`src/design/l11enc_pkg.sv`:
```
// Shared types and constants for the LINEAR11 encoder pipeline.
`default_nettype none

package l11enc_pkg;

	// Arithmetic constants
	localparam int          SHIFT_COUNT = 12;
	localparam int          IN_W        = 20;
	localparam int          MANT_W      = 11;
	localparam int          REM_W       = 10;
	localparam int          KEY_W       = REM_W + SHIFT_COUNT - 1;
	localparam int          IDX_W       = 4;
	localparam int          EXP_W       = 5;
	localparam int          RECIP_W     = 21;
	localparam int          RECIP_SHIFT = 30;
	localparam int          PROD_W      = IN_W + RECIP_W;
	localparam int          MANT_LIMIT  = 1024000;
	localparam logic [10:0] MILLI_DIV   = 11'd1000;
	localparam logic [20:0] RECIP       = 21'd1073742;
	localparam logic [15:0] SAT_WORD    = 16'h03FF;

	typedef logic [REM_W-1:0]  rem_t;
	typedef logic [MANT_W-1:0] mant_t;

	// Quotient and remainder of the input by one thousand
	typedef struct packed {
		logic                   vld;
		logic                   sat;
		logic [SHIFT_COUNT-1:0] ok;
		mant_t                  q0;
		rem_t                   r0;
	} div_res_t;

	// Remainder and mantissa for every shift
	typedef struct packed {
		logic                   vld;
		logic                   sat;
		logic [SHIFT_COUNT-1:0] ok;
		rem_t [SHIFT_COUNT-1:0] r;
		mant_t [SHIFT_COUNT-1:0] q;
	} lanes_t;

endpackage

`default_nettype wire

```
`src/design/l11enc_div.sv`:
```
// Input register and divide-by-thousand front end.
`default_nettype none

module l11enc_div (
	input  wire logic                       clk,
	input  wire logic                       arst_n,
	input  wire logic                       start,
	input  wire logic [19:0]                milli_value,
	output l11enc_pkg::div_res_t            res
);
	import l11enc_pkg::*;

	logic              vld_s1;
	logic [IN_W-1:0]   v_s1;
	logic              vld_s2;
	logic [IN_W-1:0]   v_s2;
	logic [PROD_W-1:0] prod_s2;
	div_res_t          res_s3;

	mant_t                  q_c;
	logic [IN_W:0]          r_full_c;
	logic [SHIFT_COUNT-1:0] ok_c;

	// Capture the item
	always_ff @(posedge clk or negedge arst_n) begin
		if (!arst_n) begin
			vld_s1 <= 1'b0;
		end else begin
			vld_s1 <= start;
		end
	end

	always_ff @(posedge clk) begin
		if (start) begin
			v_s1 <= milli_value;
		end
	end

	// Multiply by the scaled reciprocal of one thousand
	always_ff @(posedge clk or negedge arst_n) begin
		if (!arst_n) begin
			vld_s2 <= 1'b0;
		end else begin
			vld_s2 <= vld_s1;
		end
	end

	always_ff @(posedge clk) begin
		v_s2    <= v_s1;
		prod_s2 <= PROD_W'(v_s1) * PROD_W'(RECIP);
	end

	// Take quotient, remainder and the range of usable shifts
	always_comb begin
		q_c      = prod_s2[RECIP_SHIFT +: MANT_W];
		r_full_c = (IN_W+1)'(v_s2) - (IN_W+1)'(q_c) * (IN_W+1)'(MILLI_DIV);
		for (int i = 0; i < SHIFT_COUNT; i++) begin
			ok_c[i] = (v_s2 < IN_W'(MANT_LIMIT >> i));
		end
	end

	always_ff @(posedge clk or negedge arst_n) begin
		if (!arst_n) begin
			res_s3 <= '0;
		end else begin
			res_s3.vld <= vld_s2;
			res_s3.sat <= ~ok_c[0];
			res_s3.ok  <= ok_c;
			res_s3.q0  <= q_c;
			res_s3.r0  <= r_full_c[REM_W-1:0];
		end
	end

	assign res = res_s3;

endmodule

`default_nettype wire

```
`src/design/l11enc_dbl.sv`:
```
// Doubling chain: remainder and mantissa of the input at every shift.
`default_nettype none

module l11enc_dbl (
	input  wire logic                 clk,
	input  wire logic                 arst_n,
	input  wire l11enc_pkg::div_res_t div_in,
	output l11enc_pkg::lanes_t        lanes
);
	import l11enc_pkg::*;

	localparam int HALF = 7;

	lanes_t lanes_s4;
	lanes_t lanes_s5;
	rem_t   r_lo_c [HALF];
	mant_t  q_lo_c [HALF];
	rem_t   r_hi_c [SHIFT_COUNT];
	mant_t  q_hi_c [SHIFT_COUNT];

	// Shifts zero to six: double the remainder, fold back past one thousand
	always_comb begin
		logic [REM_W:0] r2;
		logic           c;
		r_lo_c[0] = div_in.r0;
		q_lo_c[0] = div_in.q0;
		for (int i = 1; i < HALF; i++) begin
			r2        = {r_lo_c[i-1], 1'b0};
			c         = (r2 >= MILLI_DIV);
			r_lo_c[i] = c ? REM_W'(r2 - MILLI_DIV) : r2[REM_W-1:0];
			q_lo_c[i] = {q_lo_c[i-1][MANT_W-2:0], c};
		end
	end

	always_ff @(posedge clk or negedge arst_n) begin
		if (!arst_n) begin
			lanes_s4 <= '0;
		end else begin
			lanes_s4.vld <= div_in.vld;
			lanes_s4.sat <= div_in.sat;
			lanes_s4.ok  <= div_in.ok;
			for (int i = 0; i < HALF; i++) begin
				lanes_s4.r[i] <= r_lo_c[i];
				lanes_s4.q[i] <= q_lo_c[i];
			end
			for (int i = HALF; i < SHIFT_COUNT; i++) begin
				lanes_s4.r[i] <= '0;
				lanes_s4.q[i] <= '0;
			end
		end
	end

	// Shifts seven to eleven continue from shift six
	always_comb begin
		logic [REM_W:0] r2;
		logic           c;
		for (int i = 0; i < SHIFT_COUNT; i++) begin
			r_hi_c[i] = lanes_s4.r[i];
			q_hi_c[i] = lanes_s4.q[i];
		end
		for (int i = HALF; i < SHIFT_COUNT; i++) begin
			r2        = {r_hi_c[i-1], 1'b0};
			c         = (r2 >= MILLI_DIV);
			r_hi_c[i] = c ? REM_W'(r2 - MILLI_DIV) : r2[REM_W-1:0];
			q_hi_c[i] = {q_hi_c[i-1][MANT_W-2:0], c};
		end
	end

	always_ff @(posedge clk or negedge arst_n) begin
		if (!arst_n) begin
			lanes_s5 <= '0;
		end else begin
			lanes_s5.vld <= lanes_s4.vld;
			lanes_s5.sat <= lanes_s4.sat;
			lanes_s5.ok  <= lanes_s4.ok;
			for (int i = 0; i < SHIFT_COUNT; i++) begin
				lanes_s5.r[i] <= r_hi_c[i];
				lanes_s5.q[i] <= q_hi_c[i];
			end
		end
	end

	assign lanes = lanes_s5;

endmodule

`default_nettype wire

```
`src/design/l11enc_sel.sv`:
```
// Least-error shift selection and result register.
`default_nettype none

module l11enc_sel (
	input  wire logic               clk,
	input  wire logic               arst_n,
	input  wire l11enc_pkg::lanes_t lanes,
	output logic                    done,
	output logic [15:0]             linear_word,
	output logic                    out_of_range
);
	import l11enc_pkg::*;

	localparam int PAIRS = SHIFT_COUNT / 2;

	typedef struct packed {
		logic             ok;
		logic [IDX_W-1:0] idx;
		logic [KEY_W-1:0] key;
		mant_t            mant;
	} cand_t;

	// Keep the lower shift unless the upper one is usable and either the lower is not or the upper is strictly better
	function automatic cand_t pick(input cand_t lo, input cand_t hi);
		if (hi.ok && (!lo.ok || hi.key < lo.key)) begin
			return hi;
		end
		return lo;
	endfunction

	cand_t cand_c [SHIFT_COUNT];
	cand_t pair_s6 [PAIRS];
	logic  vld_s6;
	logic  sat_s6;
	cand_t quad_c [3];
	cand_t best_c;

	logic             done_q;
	logic [15:0]      word_q;
	logic             oor_q;

	// Scale each error to a common denominator and reduce pairwise
	always_comb begin
		for (int i = 0; i < SHIFT_COUNT; i++) begin
			cand_c[i].ok   = lanes.ok[i];
			cand_c[i].idx  = IDX_W'(i);
			cand_c[i].key  = KEY_W'(lanes.r[i]) << (SHIFT_COUNT - 1 - i);
			cand_c[i].mant = lanes.q[i];
		end
	end

	always_ff @(posedge clk or negedge arst_n) begin
		if (!arst_n) begin
			vld_s6 <= 1'b0;
		end else begin
			vld_s6 <= lanes.vld;
		end
	end

	always_ff @(posedge clk) begin
		sat_s6 <= lanes.sat;
		for (int i = 0; i < PAIRS; i++) begin
			pair_s6[i] <= pick(cand_c[2*i], cand_c[2*i+1]);
		end
	end

	// Finish the reduction in shift order so the lowest shift wins a tie
	always_comb begin
		for (int i = 0; i < 3; i++) begin
			quad_c[i] = pick(pair_s6[2*i], pair_s6[2*i+1]);
		end
		best_c = pick(pick(quad_c[0], quad_c[1]), quad_c[2]);
	end

	// Form the word and present it for one cycle
	always_ff @(posedge clk or negedge arst_n) begin
		if (!arst_n) begin
			done_q <= 1'b0;
		end else begin
			done_q <= vld_s6;
		end
	end

	always_ff @(posedge clk) begin
		if (sat_s6) begin
			word_q <= SAT_WORD;
			oor_q  <= 1'b1;
		end else begin
			word_q <= {EXP_W'(EXP_W'(0) - EXP_W'(best_c.idx)), best_c.mant};
			oor_q  <= 1'b0;
		end
	end

	assign done         = done_q;
	assign linear_word  = word_q;
	assign out_of_range = oor_q;

endmodule

`default_nettype wire

```
`src/design/milli_to_linear11_encoder.sv`:
```
// Top level of the milli-unit to LINEAR11 encoder.
//
// Usage:
//   Drive milli_value and raise start for one cycle per item; an item is
//   taken at every rising edge where start is high and busy is low. busy is
//   always low, so a new item may enter in every cycle.
//   Each item yields one result: linear_word and out_of_range are valid in
//   the single cycle in which done is high. The receiver cannot stall the
//   block; results must be taken as they appear.
//   Throughput is one item per cycle. The stages are the input register,
//   the reciprocal multiply, the quotient and remainder step, two stages
//   of the remainder doubling chain, one stage of the least-error reduction
//   tree, and the result register, which finishes the reduction.
//   Values of 1024000 and above give 0x03FF with out_of_range set.
//   Reset clears all valid flags at once; items in flight are dropped and
//   done stays low until new items arrive.
`default_nettype none

module milli_to_linear11_encoder (
	input  wire logic        clk,
	input  wire logic        arst_n,
	input  wire logic        start,
	output logic             busy,
	input  wire logic [19:0] milli_value,
	output logic             done,
	output logic [15:0]      linear_word,
	output logic             out_of_range
);
	import l11enc_pkg::*;

	div_res_t div_res;
	lanes_t   lanes;
	logic     accept;

	// Fully pipelined: never hold off an item
	assign busy   = 1'b0;
	assign accept = start & ~busy;

	l11enc_div u_div (
		.clk         (clk),
		.arst_n      (arst_n),
		.start       (accept),
		.milli_value (milli_value),
		.res         (div_res)
	);

	l11enc_dbl u_dbl (
		.clk    (clk),
		.arst_n (arst_n),
		.div_in (div_res),
		.lanes  (lanes)
	);

	l11enc_sel u_sel (
		.clk          (clk),
		.arst_n       (arst_n),
		.lanes        (lanes),
		.done         (done),
		.linear_word  (linear_word),
		.out_of_range (out_of_range)
	);

	// Every accepted item comes out as a result
	a_latency: assert property (@(posedge clk) disable iff (!arst_n)
		accept |-> ##7 done)
		else $error("result missing seven cycles after accept");

	a_no_spurious: assert property (@(posedge clk) disable iff (!arst_n)
		done |-> $past(accept, 7))
		else $error("result without a matching item");

	// Saturated results carry the fixed word
	a_sat_word: assert property (@(posedge clk) disable iff (!arst_n)
		(done && out_of_range) |-> (linear_word == SAT_WORD))
		else $error("out-of-range item without saturated word");

	// In-range mantissa never reaches the sign bit of the field
	a_mant_pos: assert property (@(posedge clk) disable iff (!arst_n)
		(done && !out_of_range) |-> (linear_word[10] == 1'b0))
		else $error("mantissa exceeds 1023");

endmodule

`default_nettype wire
```
`config.mk`:
```
export PLATFORM = sky130hd
export DESIGN_NAME = milli_to_linear11_encoder
export DESIGN_NICKNAME = d
export VERILOG_FILES = /design/src/design/l11enc_pkg.sv /design/src/design/l11enc_div.sv /design/src/design/l11enc_dbl.sv /design/src/design/l11enc_sel.sv /design/src/design/milli_to_linear11_encoder.sv
export SDC_FILE = /design/constraint.sdc
export NUM_CORES = 1
export LEC_CHECK = 0
export BUFFER_PORTS_ARGS = -buffer_cell sky130_fd_sc_hd__buf_4
export CAP_MARGIN = 20
export CORE_MARGIN = 2
export CORE_UTILIZATION = 55
export CTS_BUF_LIST = sky130_fd_sc_hd__clkbuf_4 sky130_fd_sc_hd__clkbuf_8 sky130_fd_sc_hd__clkbuf_16
export CTS_CLUSTER_DIAMETER = 30
export CTS_CLUSTER_SIZE = 16
export DETAILED_ROUTE_END_ITERATION = 8
export GPL_TIMING_DRIVEN = 0
export HOLD_SLACK_MARGIN = 0.15
export PLACE_DENSITY = 0.81
export SYNTH_ARGS = -nofsm -noshare
export SYNTH_HDL_FRONTEND = slang
export SYNTH_SLANG_ARGS = --single-unit
```
`constraint.sdc`:
```
create_clock -name clk -period 15.4 [get_ports clk]
set_input_delay 1.54 -clock clk [delete_from_list [all_inputs] [get_ports clk]]
set_output_delay 1.54 -clock clk [all_outputs]
set_load 0.02 [all_outputs]
```
==> impl_metrics.py, run 1 <==
metrics = {
    "final_layout": {
        "drive_gt1_share_pct": 11.1,
        "nNetsFinal": 2596,
        "layout_commonest_cell": "nand2_1",
        "final.fill_count": 2866,
        "area_growth_pct": 17.2,
        "final_cell_mix": "nand2_1 (289), inv_1 (280), ha_1 (260)",
    },
    "status": {
        "status": "finished clean",
    },
    "worst_setup_path": {
        "end_kind": "register",
        "cp_slowest_stage_delay_ps": 730,
        "timing.rr.start": "u_sel.pair_s6[0][23]",
        "critPathKind": "register to register",
        "critPathArrivalTime_ps": 8930,
        "crit_path_max_fanout": 10,
        "cp.required_ps": 15920,
        "crit_slowest_cell": "o311ai_0",
        "timing.critical_path.from": "u_sel.pair_s6[0][23]",
        "startpoint_type": "register",
    },
    "clock_network": {
        "cts_resized": 0,
        "numCtsBuffers": 78,
        "ctsHoldBuffers": 0,
        "clockBufferDepth": 3,
        "cts_tree": "built",
        "cts_setup_buffers": 0,
        "path_clk_slew_ps": 50,
        "insertion_delay_ps": 590,
        "cts_root_buf": "clkbuf_16",
        "h-tree-depth": 3,
        "cts.sinks": 429,
    },
    "synthesis": {
        "avgSynthCellArea_um2": 10.6,
        "syn_nets": 2475,
        "yosys_warnings": 0,
        "synthFlopType": "dfrtp_1",
        "syn_inst": 2103,
        "ys_seq_area_share_pct": 44.9,
        "synth_cell_types": 91,
        "ys_ff_latch": 429,
        "synth_area_mm2": 0.0222,
        "synth_edf_count": 20,
        "ys_async_sr_fraction_pct": 54.5,
    },
    "grt": {
        "grt_pass1_vias": 16400,
        "antenna_found_initial": 1,
        "grt_first_pass_wirelength_um": 81700,
        "overflow": 0,
        "grt_use_total_pct": 24.9,
        "grt_max_degree": 120,
    },
    "placed_design": {
        "gp_congestion": 0.982,
        "portBuffers": 40,
        "hpwl_um": 36500,
        "place_ws_ps": 7180,
    },
    "timing": {
        "finalSetupViolations": 0,
        "hold_violations": 0,
        "setup_tns_ps": 0,
        "fin_skew_ps": 22.0,
        "maxSlewViolCount": 0,
        "final.setup.worst_slack_ps": 6990,
        "fmax_mhz": 119,
        "tightest_slew_ps": 954,
        "finalCriticalPeriod_ps": 8410,
        "rsz0062_at_grt": "no",
        "period_share_pct": 54.6,
        "max_slew_margin_pct": 35.9,
    },
    "floorplanning": {
        "design.core.area_mm2": 0.0398,
        "die_area_mm2": 0.0420,
        "die_height_um": 205,
        "start_util_pct": 55.8,
        "rows": 73,
        "ios": 42,
        "die_x_um": 205,
    },
    "flow_run": {
        "max-cap-violations": 0,
    },
    "route": {
        "totalWireLength_um": 50400,
        "route.detailed.drc": 0,
        "vias": 15600,
        "detail-route-antenna-nets": 0,
        "viasPerCell": 5.54,
        "wl_per_cell_um": 17.9,
        "drtPass1Iterations": 5,
        "first_iter_violations": 911,
    },
    "min_path": {
        "worstHoldStart": "u_div.prod_s2[39]",
        "hold_class": "register to register",
    },
}
==> final timing paths <==
kind	endpoint	cells after the start	slack (ps)
worst min register to register	u_div.res[19]	0	310
worst min-delay path	u_div.res[19]	0	310
max in group asynchronous	u_dbl.lanes[151]	2	13310
worst max-delay path	u_sel.linear_word[13]	33	6990
min in group asynchronous	u_sel.done	1	1030
worst max register to register	u_sel.linear_word[13]	33	6990
==> cell usage after synthesis, types with 12 or more instances <==
library cell  number  area share [%]
xnor2_1           39             1.5
mux2_2            15            0.76
nand2b_1          35            0.99
xor2_1            13            0.51
o211ai_1          25            0.85
nor2b_1           26            0.73
mux2i_1           41             1.8
nand2_1          289             4.9
nor3_1            27            0.61
dfrtp_1          234              26
dfxtp_1          175              16
edfxtp_1          20             2.7
nor2_1            52            0.88
o21ai_0           91             2.1
inv_1            280             4.7
ha_1             260              15
clkbuf_1          42            0.71
a21o_1            44             1.5
nand3_1           40            0.90
fa_1              89             8.0
nand4_1           13            0.37
or2_2             12            0.34
a21oi_1           57             1.3
==> through the flow <==
stage,utilization (%),area [um^2],std cells,hold WS (ps)
after CTS,65.3,26000,2813,315
after floorplan,-,22200,2103,316
after detailed placement,58.2,23200,2669,320
after global placement,58.2,23200,2668,317
after global routing,65.3,26000,2813,320
final,65.3,26000,2814,315
==> logic make-up after synthesis <==
kind of cell | synth area share [%]
buf+inv | 5.93
simple gates | 11.3
flops | 44.9
xor+xnor | 2.15
other cells | 0.0169
mux | 2.89
compound gates | 10.2
fa+ha+maj | 22.7
==> registers in the layout, indices dropped and copies added, names as in the netlist, 11 cells and up <==
name	count
u_div.v_s1	20
u_div.res	35
u_div.v_s2	20
u_dbl.lanes_s4	80
u_div.prod_s2	11
u_sel.linear_word	16
u_sel.pair_s6	126
u_dbl.lanes	115
==> cell type report <==
| class | instances | area (um^2) | area share (%) |
|---|---|---|---|
| buffer | 55 | 230 | 0.885 |
| multi-input combinational | 1330 | 10900 | 42.0 |
| sequential | 429 | 9960 | 38.3 |
| clock buffer | 95 | 2210 | 8.48 |
| tap | 525 | 657 | 2.52 |
| clock inverter | 49 | 613 | 2.36 |
| antenna | 1 | 2.50 | 0.00962 |
| timing repair buffer | 41 | 335 | 1.29 |
| inverter | 289 | 1090 | 4.18 |
==> metal layers <==
metal  vias up  routed length [um]  GRT usage [%]
met4         0                2080           12.8
met1      7611               19500           28.8
li1       7305                   -              -
met3       152                2660           3.79
met2       509               26200           44.7
met5         -                   0              0
==> worst max-delay path, delay by kind of cell (launching register included) <==
| family | cells | cell delay [ps] |
|---|---|---|
| AO/OA/AOI/OAI | 17 | 4020 |
| buffers and inverters | 4 | 1560 |
| flip-flops | 1 | 300 |
| AND/OR/NAND/NOR | 8 | 1250 |
| adder cells (fa/ha/maj) | 4 | 1220 |
Power of run 1 is not shown: default switching activity piles up to over one toggle a cycle in this logic, so the estimate is an artifact.
==> inputs of run 2 (changes only) <==
Settings changed: ABC_AREA from default to 1.
Clock period 15.4 ns to 7.9 ns, I/O delays scaled along.
==> impl_metrics.py, run 2 <==
metrics = {
    "clock_network": {
        "insertion_delay_ps": 600,
        "cts_resized": 0,
        "clockBufferDepth": 3,
        "h-tree-depth": 3,
        "cts_tree": "built",
        "cts.sinks": 429,
        "ctsHoldBuffers": 0,
        "numCtsBuffers": 79,
        "cts_root_buf": "clkbuf_16",
        "path_clk_slew_ps": 50,
        "cts_setup_buffers": 0,
    },
    "timing": {
        "hold_violations": 0,
        "tightest_slew_ps": 1130,
        "fmax_mhz": 141,
        "max_slew_margin_pct": 23.6,
        "period_share_pct": 90.1,
        "maxSlewViolCount": 0,
        "setup_tns_ps": 0,
        "finalSetupViolations": 0,
        "rsz0062_at_grt": "no",
        "fin_skew_ps": 19.6,
        "finalCriticalPeriod_ps": 7120,
    },
    "synthesis": {
        "synth_cell_types": 58,
        "yosys_warnings": 0,
        "ys_seq_area_share_pct": 45.4,
        "synthFlopType": "dfrtp_1",
        "post-synth-top-area-fraction_pct": 26.7,
        "synth_area_mm2": 0.0220,
        "syn_inst": 2210,
        "synth_edf_count": 20,
        "ys_ff_latch": 429,
        "synth.most_common_cell": "nand2_1",
        "synth_commonest_cells": "nand2_1 (376), inv_1 (372), ha_1 (260)",
        "synthTopCellsByArea": "dfrtp_1 (27%), dfxtp_1 (16%), ha_1 (15%)",
        "synth.largest_area_cell": "dfrtp_1",
        "avgSynthCellArea_um2": 9.94,
        "syn_nets": 2582,
        "ys_async_sr_fraction_pct": 54.5,
    },
    "worst_setup_path": {
        "crit_top_cell": "nand2_1",
        "r2r_slack_ps": 780,
        "crit_slowest_cell": "o21ai_0",
        "critPathArrivalTime_ps": 7580,
        "critPathCapture": "u_sel.linear_word[13]",
        "cp.required_ps": 8360,
        "r2r_cells": 33,
        "timing.critical_path.from": "u_sel.pair_s6[0][26]",
        "startpoint_type": "register",
        "end_kind": "register",
        "timing.rr.start": "u_sel.pair_s6[0][26]",
        "rr_endpoint": "u_sel.linear_word[13]",
        "critPathKind": "register to register",
        "crit_path_max_fanout": 10,
        "cp_slowest_stage_delay_ps": 630,
    },
    "final_layout": {
        "utilization_pct": 65.1,
        "largest_reg_flops": 126,
        "area_growth_pct": 17.3,
        "top_register": "u_sel.pair_s6",
        "layout_commonest_cell": "nand2_1",
        "nNetsFinal": 2704,
        "final_cell_mix": "nand2_1 (376), inv_1 (372), ha_1 (260)",
        "diodes": 0,
        "finalInstanceArea_mm2": 0.0258,
        "drive_gt1_share_pct": 12.9,
    },
    "grt": {
        "grt_max_degree": 138,
        "grt_use_total_pct": 25.3,
        "grt_pass1_vias": 16800,
        "antenna_found_initial": 0,
        "grt_first_pass_wirelength_um": 82900,
        "overflow": 0,
    },
    "route": {
        "detail-route-antenna-nets": 0,
        "drtPass1Iterations": 6,
        "first_iter_violations": 1181,
        "wl_per_cell_um": 17.3,
        "totalWireLength_um": 50400,
        "route.detailed.drc": 0,
        "vias": 15800,
        "viasPerCell": 5.41,
    },
    "min_path": {
        "hold_class": "input port to asynchronous set/reset pin",
    },
    "status": {
        "status": "finished clean",
    },
    "floorplanning": {
        "die_height_um": 204,
        "ios": 42,
        "design.core.area_mm2": 0.0395,
        "die_area_mm2": 0.0415,
        "rows": 73,
        "die_x_um": 204,
        "start_util_pct": 55.5,
    },
    "flow_run": {
        "max-cap-violations": 0,
    },
    "placed_design": {
        "dpl_cell_area_mm2": 0.0229,
        "portBuffers": 40,
        "hpwl_um": 35200,
        "gp_congestion": 0.933,
    },
}
-- run 2: worst min-delay path by stage --
| stage | cells after the start | slack (ps) | endpoint |
|---|---|---|---|
| finish | 1 | 230 | u_div.vld_s1 |
| global route | 1 | 290 | u_div.res[34] |
| CTS | 1 | 240 | u_div.res[30] |
| detailed placement | 0 | 320 | u_div.res[0] |
| global placement | 0 | 320 | u_div.res[0] |
| floorplan | 0 | 320 | u_div.res[0] |
-- run 2: critical path: cells and delay by family (launching register included) --
kind / cells / cell delay (ps)
AO/OA/AOI/OAI: 11 / 2500
buffers and inverters: 6 / 1830
adder cells (fa/ha/maj): 4 / 1260
AND/OR/NAND/NOR: 12 / 1060
flip-flops: 1 / 320
-- run 2: metal layers --
metal	global-route usage (%)	vias up	wire [um]
met5	0	-	0
met4	13.1	0	2380
met3	4.15	181	3000
met2	45.3	643	25900
met1	29.1	7611	19200
li1	-	7379	-
-- run 2: cell type report --
type                    count  area [um^2]
plain buffers              38          170
clock buffers              93         2180
clock inverters            54          631
fillers                  2735        13800
inverters                 385         1450
multi-input cells        1358        10400
flip-flops and latches    429         9960
well taps                 525          657
repair buffers             41          335
-- run 2: stage by stage --
| step | instances | setup slack (ps) | hold WS (ps) |
|---|---|---|---|
| after floorplan | 2210 | 2460 | 316 |
| after global placement | 2775 | 1220 | 316 |
| after detailed placement | 2776 | 1100 | 320 |
| after CTS | 2923 | 966 | 243 |
| after global routing | 2923 | 331 | 290 |
| final | 2923 | 783 | 231 |
-- run 2: logic make-up (layout without fill, tap and decap cells) --
kind of cell    count (synthesis)  count (layout)  synth area share, %
buf+inv                       423             611                 7.36
compound gates                303             303                 7.85
other cells                     1               1               0.0171
simple gates                  639             639                 13.6
xor+xnor                       54              54                 2.27
mux                            12              12                0.604
fa+ha+maj                     349             349                 22.9
flops                         429             429                 45.4
Power of run 2 is left out for the same reason.
